===== config.mk =====
export PLATFORM = sky130hd
export DESIGN_NAME = inactivity_blank_timer_core
export DESIGN_NICKNAME = d
export VERILOG_FILES = /design/src/rtl/ibt_pkg.sv /design/src/rtl/ibt_step.sv /design/src/rtl/inactivity_blank_timer_core.sv
export VERILOG_INCLUDE_DIRS = /design/src /design/src/rtl
export SDC_FILE = /design/constraint.sdc
export NUM_CORES = 1
export LEC_CHECK = 0
export ABC_AREA = 1
export BUFFER_PORTS_ARGS = -buffer_cell sky130_fd_sc_hd__buf_2
export CORE_MARGIN = 2
export CORE_UTILIZATION = 55
export CTS_BUF_LIST = sky130_fd_sc_hd__clkbuf_2 sky130_fd_sc_hd__clkbuf_4 sky130_fd_sc_hd__clkbuf_8
export CTS_CLUSTER_DIAMETER = 80
export DETAILED_ROUTE_END_ITERATION = 10
export PLACE_DENSITY_LB_ADDON = 0.3
export SYNTH_ARGS = -nofsm -noshare
export SYNTH_HDL_FRONTEND = slang
export SYNTH_SLANG_ARGS = --single-unit
export TNS_END_PERCENT = 10

===== constraint.sdc =====
create_clock -name clk -period 2.96 [get_ports clk]
set_clock_uncertainty 0.2 [all_clocks]
set_input_delay 0 -clock clk [delete_from_list [all_inputs] [get_ports clk]]
set_output_delay 0 -clock clk [all_outputs]
set_load 0.05 [all_outputs]

===== src/rtl/assert_macros.svh =====
// Assertion macros shared by the RTL files of the inactivity blank timer.
`ifndef ASSERT_MACROS_SVH
`define ASSERT_MACROS_SVH

// Checks that the property holds at every clock edge outside of reset.
`define IBT_ASSERT(label, prop, msg) \
  label: assert property (@(posedge clk) disable iff (!rst_n) (prop)) else $error(msg);

// Checks that the consequent holds in the same cycle as the antecedent.
`define IBT_ASSERT_IMPL(label, ante, cons, msg) \
  label: assert property (@(posedge clk) disable iff (!rst_n) (ante) |-> (cons)) \
    else $error(msg);

`endif


===== src/rtl/ibt_pkg.sv =====
// Package with the types and constants of the inactivity blank timer.
package ibt_pkg;

  localparam int CNT_W  = 17;
  localparam int LOOP_W = 16;
  localparam int SEC_W  = 14;

  localparam logic [SEC_W-1:0] SECONDS_MIN   = SEC_W'(1);
  localparam logic [SEC_W-1:0] SECONDS_MAX   = SEC_W'(9999);
  localparam logic [SEC_W-1:0] SECONDS_CEIL  = SEC_W'(10000);
  localparam logic [SEC_W-1:0] SECONDS_RESET = SEC_W'(60);
  localparam logic [CNT_W-1:0] TICKS_PER_SEC = CNT_W'(10);
  localparam logic [CNT_W-1:0] RELOAD_RESET  = CNT_W'(600);

  typedef enum logic {
    KIND_TICK  = 1'b0,
    KIND_EVENT = 1'b1
  } kind_t;

  typedef struct packed {
    logic blanked;
    logic pattern_change;
    logic force_black;
    logic unblank_request;
    logic blank_request;
  } result_t;

endpackage


===== src/rtl/ibt_step.sv =====
// Next-state and result logic of the inactivity blank timer for one item.
`include "assert_macros.svh"

module ibt_step #(
  parameter int PATTERN_TICKS = 600,
  parameter int STALL_LIMIT   = 40,
  localparam int PCW = $clog2(PATTERN_TICKS),
  localparam int SCW = $clog2(STALL_LIMIT + 1)
) (
  input  logic                        clk,
  input  logic                        rst_n,
  input  logic                        item_valid,
  input  ibt_pkg::kind_t              kind,
  input  logic                        buttons_held,
  input  logic [ibt_pkg::LOOP_W-1:0]  loop_count,
  input  logic [ibt_pkg::CNT_W-1:0]   reload,
  input  logic [ibt_pkg::CNT_W-1:0]   countdown,
  input  logic                        blanked,
  input  logic [SCW-1:0]              stall_cnt,
  input  logic [ibt_pkg::LOOP_W-1:0]  last_loop,
  input  logic [PCW-1:0]              pattern_cnt,
  output logic [ibt_pkg::CNT_W-1:0]   countdown_nxt,
  output logic                        blanked_nxt,
  output logic [SCW-1:0]              stall_cnt_nxt,
  output logic [ibt_pkg::LOOP_W-1:0]  last_loop_nxt,
  output logic [PCW-1:0]              pattern_cnt_nxt,
  output ibt_pkg::result_t            result
);

  localparam logic [PCW:0]   PATTERN_END = (PCW + 1)'(PATTERN_TICKS);
  localparam logic [SCW-1:0] STALL_END   = SCW'(STALL_LIMIT);

  logic [PCW:0] pattern_inc;
  logic [SCW-1:0] stall_inc;

  assign pattern_inc = {1'b0, pattern_cnt} + (PCW + 1)'(1);
  assign stall_inc   = stall_cnt + SCW'(1);

  always_comb begin
    countdown_nxt   = countdown;
    blanked_nxt     = blanked;
    stall_cnt_nxt   = stall_cnt;
    last_loop_nxt   = last_loop;
    pattern_cnt_nxt = pattern_cnt;
    result          = '0;
    unique case (kind)
      ibt_pkg::KIND_TICK: begin
        if (blanked) begin
          if (pattern_inc >= PATTERN_END) begin
            result.pattern_change = 1'b1;
            pattern_cnt_nxt       = '0;
          end else begin
            pattern_cnt_nxt = pattern_inc[PCW-1:0];
          end
          if (loop_count == last_loop) begin
            if (stall_cnt < STALL_END) begin
              stall_cnt_nxt      = stall_inc;
              result.force_black = (stall_inc == STALL_END);
            end
          end else begin
            last_loop_nxt = loop_count;
            stall_cnt_nxt = '0;
          end
        end
        if (countdown != '0) begin
          countdown_nxt = countdown - ibt_pkg::CNT_W'(1);
        end else if (!buttons_held) begin
          result.blank_request = 1'b1;
          countdown_nxt        = reload;
          if (!blanked) begin
            pattern_cnt_nxt = '0;
          end
          blanked_nxt   = 1'b1;
          stall_cnt_nxt = '0;
        end
      end
      ibt_pkg::KIND_EVENT: begin
        if (blanked) begin
          result.unblank_request = 1'b1;
          blanked_nxt            = 1'b0;
          stall_cnt_nxt          = '0;
        end
        countdown_nxt = reload;
      end
      default: begin
        countdown_nxt = reload;
      end
    endcase
    result.blanked = blanked_nxt;
  end

  `IBT_ASSERT_IMPL(a_req_excl, item_valid, !(result.blank_request && result.unblank_request), "blank and unblank requested together")
  `IBT_ASSERT_IMPL(a_black_blanked, item_valid && result.force_black, blanked && blanked_nxt, "force_black outside blanked state")

endmodule


===== src/rtl/inactivity_blank_timer_core.sv =====
// Inactivity blank timer: idle countdown, blank requests, stall watchdog and pattern pulses.
// The block takes one item per clock cycle while the output is not stalled and returns
// exactly one result per item: the item passes through the input register and then the
// result register, with the state update done by the logic between them. Ticks count
// the idle countdown down and any other event reloads it; a configuration write
// saturates the seconds value to 1..9999, reloads the countdown to ten ticks per second
// and takes effect at once.
`include "assert_macros.svh"

module inactivity_blank_timer_core #(
  parameter int PATTERN_TICKS = 600,
  parameter int STALL_LIMIT   = 40
) (
  input  logic        clk,
  input  logic        rst_n,
  input  logic        in_tvalid,
  output logic        in_tready,
  input  logic [23:0] in_tdata,   // [0] buttons_held, [16:1] loop_count, rest zero
  input  logic        in_tuser,   // [0] kind
  output logic        out_tvalid,
  input  logic        out_tready,
  output logic [7:0]  out_tdata,  // [0] blank_request, [1] unblank_request,
                                  // [2] force_black, [3] pattern_change, [4] blanked
  input  logic        cfg_we,
  input  logic [13:0] cfg_wdata
);

  localparam int PCW = $clog2(PATTERN_TICKS);
  localparam int SCW = $clog2(STALL_LIMIT + 1);
  localparam logic [PCW-1:0] PATTERN_LAST = PCW'(PATTERN_TICKS - 1);

  logic                        in_valid_r;
  ibt_pkg::kind_t              kind_r;
  logic                        held_r;
  logic [ibt_pkg::LOOP_W-1:0]  loop_r;

  logic [ibt_pkg::CNT_W-1:0]   reload_r;
  logic [ibt_pkg::CNT_W-1:0]   countdown_r;
  logic                        blanked_r;
  logic [SCW-1:0]              stall_cnt_r;
  logic [ibt_pkg::LOOP_W-1:0]  last_loop_r;
  logic [PCW-1:0]              pattern_cnt_r;

  logic                        out_valid_r;
  ibt_pkg::result_t            result_r;

  logic [ibt_pkg::CNT_W-1:0]   countdown_nxt;
  logic                        blanked_nxt;
  logic [SCW-1:0]              stall_cnt_nxt;
  logic [ibt_pkg::LOOP_W-1:0]  last_loop_nxt;
  logic [PCW-1:0]              pattern_cnt_nxt;
  ibt_pkg::result_t            result_nxt;

  logic                        advance;
  logic                        step;
  logic [ibt_pkg::SEC_W-1:0]   seconds_sat;
  logic [ibt_pkg::CNT_W-1:0]   reload_nxt;

  assign advance   = !out_valid_r || out_tready;
  assign step      = in_valid_r && advance;
  assign in_tready = !in_valid_r || advance;

  always_comb begin
    priority if (cfg_wdata < ibt_pkg::SECONDS_MIN) begin
      seconds_sat = ibt_pkg::SECONDS_MIN;
    end else if (cfg_wdata >= ibt_pkg::SECONDS_CEIL) begin
      seconds_sat = ibt_pkg::SECONDS_MAX;
    end else begin
      seconds_sat = cfg_wdata;
    end
  end

  assign reload_nxt = ibt_pkg::CNT_W'(seconds_sat) * ibt_pkg::TICKS_PER_SEC;

  ibt_step #(
    .PATTERN_TICKS (PATTERN_TICKS),
    .STALL_LIMIT   (STALL_LIMIT)
  ) u_step (
    .clk             (clk),
    .rst_n           (rst_n),
    .item_valid      (step),
    .kind            (kind_r),
    .buttons_held    (held_r),
    .loop_count      (loop_r),
    .reload          (reload_r),
    .countdown       (countdown_r),
    .blanked         (blanked_r),
    .stall_cnt       (stall_cnt_r),
    .last_loop       (last_loop_r),
    .pattern_cnt     (pattern_cnt_r),
    .countdown_nxt   (countdown_nxt),
    .blanked_nxt     (blanked_nxt),
    .stall_cnt_nxt   (stall_cnt_nxt),
    .last_loop_nxt   (last_loop_nxt),
    .pattern_cnt_nxt (pattern_cnt_nxt),
    .result          (result_nxt)
  );

  always_ff @(posedge clk) begin
    if (in_tready) begin
      kind_r <= ibt_pkg::kind_t'(in_tuser);
      held_r <= in_tdata[0];
      loop_r <= in_tdata[16:1];
    end
    if (step) begin
      result_r <= result_nxt;
    end
  end

  always_ff @(posedge clk) begin
    if (!rst_n) begin
      in_valid_r    <= 1'b0;
      out_valid_r   <= 1'b0;
      reload_r      <= ibt_pkg::RELOAD_RESET;
      countdown_r   <= ibt_pkg::RELOAD_RESET;
      blanked_r     <= 1'b0;
      stall_cnt_r   <= '0;
      last_loop_r   <= '0;
      pattern_cnt_r <= '0;
    end else begin
      if (in_tready) begin
        in_valid_r <= in_tvalid;
      end
      if (step) begin
        out_valid_r <= 1'b1;
      end else if (out_tready) begin
        out_valid_r <= 1'b0;
      end
      if (cfg_we) begin
        reload_r      <= reload_nxt;
        countdown_r   <= reload_nxt;
        pattern_cnt_r <= PATTERN_LAST;
      end else if (step) begin
        countdown_r   <= countdown_nxt;
        pattern_cnt_r <= pattern_cnt_nxt;
      end
      if (step) begin
        blanked_r   <= blanked_nxt;
        stall_cnt_r <= stall_cnt_nxt;
        last_loop_r <= last_loop_nxt;
      end
    end
  end

  assign out_tvalid = out_valid_r;
  assign out_tdata  = {3'b000, result_r};

  `IBT_ASSERT(a_stall_range, stall_cnt_r <= SCW'(STALL_LIMIT), "stall count above limit")
  `IBT_ASSERT(a_pattern_range, pattern_cnt_r <= PATTERN_LAST, "pattern count out of range")
  `IBT_ASSERT(a_reload_range, reload_r != '0, "reload value is zero")
  `IBT_ASSERT_IMPL(a_blank_status, out_valid_r && result_r.blank_request, result_r.blanked, "blank request without blanked status")
  `IBT_ASSERT_IMPL(a_unblank_status, out_valid_r && result_r.unblank_request, !result_r.blanked, "unblank request with blanked status")

endmodule

# [After elaboration in Yosys (flattened, before gate mapping)]
# Index checks and enable logic that the tools add are counted.
[word_totals] reg_bits=91 in_bits=44 output_inout_bits=10
[classes] add_sub_neg=3 n_mul=1 magnitude_cmp=4 eq_ne=6 n_mux=30 n_bitwise=5 n_reduce_logical=18
[ops] op="$mux W10" n=8
[ops] op="$mux W17" n=4
[ops] op="$mux W6" n=6
[ops] op="$pmux W17 S2" n=1
[ops] op="$mux W14" n=2
[ops] op="$reduce_bool A17 Y1" n=1
[ops] op="$sub A17 B1 Y17 const B" n=1
[ops] op="$eq A16 B16 Y1" n=1
[ops] op="$mul A14 B3 Y16 const B" n=1
[ops] op="$ge A14 B14 Y1 const B" n=1
[ops] op="$lt A14 B1 Y1 const B" n=1
[ops] op="$pmux W6 S2" n=1
[ops] op="$add A10 B1 Y11 const B" n=1
[ops] op="$ge A11 B10 Y1 const B" n=1
[ops] op="$reduce_and A2 Y1" n=5
[ops] op="$mux W1" n=7
[ops] op="$add A6 B1 Y6 const B" n=1
[ops] op="$eq A6 B6 Y1 const B" n=1
[ops] op="$lt A6 B6 Y1 const B" n=1
[ops] op="$reduce_or A2 Y1" n=3
[ops] op="$not A1 Y1" n=5
[ops] op="$ne A4 B3 Y1 const B" n=1
[ops] op="$reduce_and A4 Y1" n=1
[ops] op="$reduce_bool A2 Y1" n=2
[ops] op="other kinds (8)" n=10

# [Logic depth before layout (Yosys ltp)]
[logic_depth] depth_word=10 depth_mapped=23 ltp_nobuf=23

# [Cells and area by module]
# A second synthesis with hierarchy kept.
[hier_totals] cells_unflattened=973 hier_area_um2=6292.3
[by_module_without_submodules] mod="inactivity_blank_timer_core" n_inst=1 cells_each=541 area_each_um2=4166.5 seq_area_each_um2=2052.0
[by_module_without_submodules] mod="ibt_step" n_inst=1 cells_each=432 area_each_um2=2125.8 seq_area_each_um2=0.0

# [Worst setup path before layout]
# No wires, ideal clock.
[synth_path] path_type="input port to flip-flop" startpoint="input cfg_wdata[6]" endpoint="register countdown_r[14] (netlist name)" setup_ps=109 arrival_ps=2490 required_time_ps=2651 slack_ps=161 stages=23 path_buffers=0 cell_sequence="inv_1 nand2_1 nor3_1 nand2_1 nand3_1 inv_1 or2_2 ha_1 ha_1 inv_1 fa_1 inv_1 nand3_1 nand2_1 nand2_1 o211ai_1 nand2_1 nand2_1 nand2_1 nand3_1 nand3_1 nand2_1 inv_1"
[synth_via] elab_chain_cells=5 elab_cells_between_ends=6 classes_between="mul (1); order compare (2); mux (3)"
[synth_lines] item="from (decl)" line_no="inactivity_blank_timer_core.sv:25" source="input logic [13:0] cfg_wdata"
[synth_lines] item="$ge A14 B14 Y1" line_no="inactivity_blank_timer_core.sv:66" source="end else if (cfg_wdata >= ibt_pkg::SECONDS_CEIL) begin"
[synth_lines] item="$mux W14" line_no="inactivity_blank_timer_core.sv:66"
[synth_lines] item="$mux W14 (*)" line_no="inactivity_blank_timer_core.sv:64" source="priority if (cfg_wdata < ibt_pkg::SECONDS_MIN) begin"
[synth_lines] item="$mul A14 B3 Y16 (*)" line_no="inactivity_blank_timer_core.sv:73" source="assign reload_nxt = ibt_pkg::CNT_W'(seconds_sat) * ibt_pkg::TICKS_PER_SEC;"
[synth_lines] item="$mux W17 (*)" line_no="inactivity_blank_timer_core.sv:129" source="if (cfg_we) begin"
[synth_lines] item="to (signal assigned)" line_no="inactivity_blank_timer_core.sv:115" source="countdown_r <= ibt_pkg::RELOAD_RESET;"
[synth_lines] item="to (signal assigned)" line_no="inactivity_blank_timer_core.sv:131" source="countdown_r <= reload_nxt;"
[synth_lines] item="to (signal assigned)" line_no="inactivity_blank_timer_core.sv:134" source="countdown_r <= countdown_nxt;"
[synth_lines] item="to (decl)" line_no="inactivity_blank_timer_core.sv:38" source="logic [ibt_pkg::CNT_W-1:0] countdown_r;"
# Every way passes the cells marked *; elsewhere a longest branch is shown, timed or not.
# A chain may end at the register's enable or synchronous reset.

# [Worst setup path after layout]
[layout_path] startpoint="input cfg_wdata[1]" endpoint="register countdown_r[14] (netlist name)"
# The elaborated chain is that of the path after synthesis.

==> flow_metrics.tcl <==
set metrics [dict create \
    fin_nets 917 \
    wire_per_inst_um 13.1 \
    hold_viol 0 \
    ir_drop_mv 0.316 \
    max_stage_delay_ns 0.53 \
    clock-sinks 91 \
    whs_ns 0.116 \
    fin_util 0.653 \
    die_w_um 104 \
    numCtsBuffers 9 \
    path_class "in -> reg" \
    netlist_instances 778 \
    drive_gt1_frac 0.126 \
    synth_seq_cells 91 \
    hpwlAfterDp_mm 8.89 \
    worst_setup_path_end_kind "flip-flop" \
    cap_viol_max_count 0 \
    grt_max_degree 31 \
    first_iter_violations 428 \
    final_cell_mix "nand2_1 (172), nor2_1 (89), inv_1 (87)" \
    wirelength_mm 12.9 \
    clk-insertion-delay-late_ns 0.38 \
    clk_pin_slew_ns 0.10 \
    core_mm2 0.00977 \
    routabilityCongestion 0.877 \
    period_needed_ns 2.78 \
    post-route-period-util 0.939 \
    setup_ws_ns 0.182 \
    htree_levels 3 \
    num_vias 5262 \
    powerDensity_mw_per_mm2 463 \
    fmax_ghz 0.360 \
    ys_warn_count 0 \
    die_h_um 104 \
    run_status "completed" \
    rsz0062_at_grt "true" \
    drv_slew 0 \
    grt_pass1_vias 4989 \
    comb_power_share 0.219 \
    drc_errors 0 \
    clockBufferDepth 2 \
    row_count 36 \
    io_buffers 43 \
    gr-total-overflow 0 \
    crit_fanout 4 \
    avgSynthCellArea_um2 7.12 \
    clkPwrFrac 0.302 \
    antenna_found_initial 0 \
    critPathSlowestCell "dlygate4sd3_1" \
    critPathLaunchType "input port" \
    dr.pass1.iters 5 \
    antenna_cells 0 \
    layout_commonest_cell "nand2_1" \
    vias_per_cell 5.33 \
    place_ws_ns -0.119 \
    cp_cell_sequence "dlygate4sd3_1 > buf_2 > nor4_2 > nand3_1 > nand3b_1 > ha_2 > ha_2 > inv_1 > fa_2 > inv_2 > nand3_1 > nand2_1 > nand2_1 > o211ai_1 > nand2_1 > nand2_1 > nand2_1 > nand3_2 > nand3_1 > nand2_1 > inv_1" \
    setup_violations 0 \
    p_int_w 0.00201 \
    final_cell_count_no_fill 987 \
    arrival_ns 2.86 \
    p_sw_frac 0.320 \
    worst_pin_slew_ns 0.895 \
    grtUsageTotal 0.245 \
    power_frac_seq 0.480 \
    critPathRequiredTime_ns 3.04 \
    cp_common_cell "nand2_1" \
    synth-seq-area-share 0.371 \
    grt_pass1_wl_mm 22.2 \
    hold_path.class "in -> reg" \
    dp_cells 941 \
    power.leakage_nw 2.79 \
    ys_types 43 \
    final_antenna_net_count 0 \
    fp.dieArea_mm2 0.0109 \
    power.switching_w 0.000945 \
    syn2layout_area_growth_pct 15.3 \
    slew_headroom 0.402 \
    tritoncts "done" \
    root_buffer "clkbuf_8" \
    syn_area_mm2 0.00554 \
    pin_count 54 \
    start_util 0.566 \
]
[cell type report]
| class | instances | area (µm²) |
|---|---|---|
| Fill cell | 865 | 3390 |
| Inverter | 91 | 347 |
| Sequential cell | 91 | 2050 |
| Multi-Input combinational cell | 569 | 3000 |
| Timing Repair Buffer | 87 | 613 |
| Clock inverter | 7 | 85.1 |
| Tap cell | 133 | 166 |
| Clock buffer | 9 | 124 |
[synthesized netlist by cell type (all sizes together)]
cell / instances / area [µm²]
dfxtp: 68 / 1360
a211oi: 2 / 15.0
or2: 7 / 43.8
o22ai: 7 / 43.8
a21oi: 86 / 438
nor3: 9 / 56.3
xnor2: 19 / 166
inv: 90 / 338
nand4: 19 / 119
clkbuf: 13 / 50.0
conb: 1 / 3.75
nor3b: 1 / 7.51
ha: 23 / 288
nor4: 3 / 18.8
o21ai: 47 / 243
xor2: 14 / 123
nand2: 179 / 699
o211ai: 10 / 75.1
nand3b: 1 / 7.51
fa: 1 / 20.0
edfxtp: 23 / 691
nor2: 94 / 370
clkinv: 1 / 8.76
a21o: 1 / 7.51
buf: 16 / 115
nand3: 42 / 220
o31ai: 1 / 7.51
[registers in the layout, summed over array words and instances, names as in the netlist, 5 cells and up]
register / count
countdown_r: 17
last_loop_r: 16
loop_r: 16
out_tdata: 5
pattern_cnt_r: 10
reload_r: 16
stall_cnt_r: 6
[power by group through the flow]
stage | logic (W) | clock network (W) | registers (W)
floorplan | 0.000448 | 0 | 0.00144
global placement | 0.000575 | 0 | 0.00144
detailed placement | 0.000594 | 0 | 0.00144
CTS | 0.000630 | 0.000901 | 0.00142
global route | 0.000728 | 0.000952 | 0.00143
finish | 0.000646 | 0.000893 | 0.00142
[worst max-delay path: cells and delay by family]
family / cells / cell delay (ns)
AOI/OAI and AO/OA: 1 / 0.15
adders and majority gates: 3 / 0.69
buffers and inverters: 5 / 0.81
and+or+nand+nor: 12 / 1.21
[final timing paths]
path | slack, ns | endpoint | cells past startpoint | startpoint
setup / recovery | 0.18 | countdown_r[14]$_SDFFE_PN0P_ | 21 | cfg_wdata[1]
hold / removal | 0.12 | reload_r[4]$_SDFFE_PN1P_ | 6 | cfg_wdata[3]
hold reg to reg | 0.27 | last_loop_r[7]$_SDFFE_PN0P_ | 2 | last_loop_r[7]$_SDFFE_PN0P_
setup reg to reg | 0.59 | countdown_r[13]$_SDFFE_PN0P_ | 11 | countdown_r[0]$_SDFFE_PP0P_
[through the flow]
| step | total power, W | area, µm² | setup TNS, ns |
|---|---|---|---|
| global route | 0.00311 | 6390 | -0.194 |
| CTS | 0.00295 | 6350 | 0 |
| finish | 0.00296 | 6390 | 0 |
| detailed placement | 0.00204 | 5870 | -0.331 |
| global placement | 0.00202 | 5870 | 0 |
| floorplan | 0.00189 | 5540 | 0 |
[routing by layer]
metal | GRT usage | vias to the layer above | wire length (µm)
li1 | - | 2698 | -
met1 | 0.309 | 2396 | 5960
met2 | 0.420 | 141 | 6060
met3 | 0.0320 | 27 | 563
met4 | 0.105 | 0 | 317
met5 | 0 | - | 0
[repair_timing]
item                                    CTS  global route
gates resized for setup                   0             7
hold endpoints to repair                 53             0
hold buffers                             28             0
buffers inserted                          0             3
endpoints found under the setup margin    0             7
[cells by family after synthesis]
group	count (synthesis)	share of synthesized area
AND/OR/NAND/NOR	355	0.279
AO/OA/AOI/OAI	154	0.150
buffers and inverters	120	0.0924
adder cells (fa/ha/maj)	24	0.0556
flip-flops	91	0.371
XOR/XNOR	33	0.0522
other	1	0.000677
No activity file was read; power rests on OpenSTA's default activity.
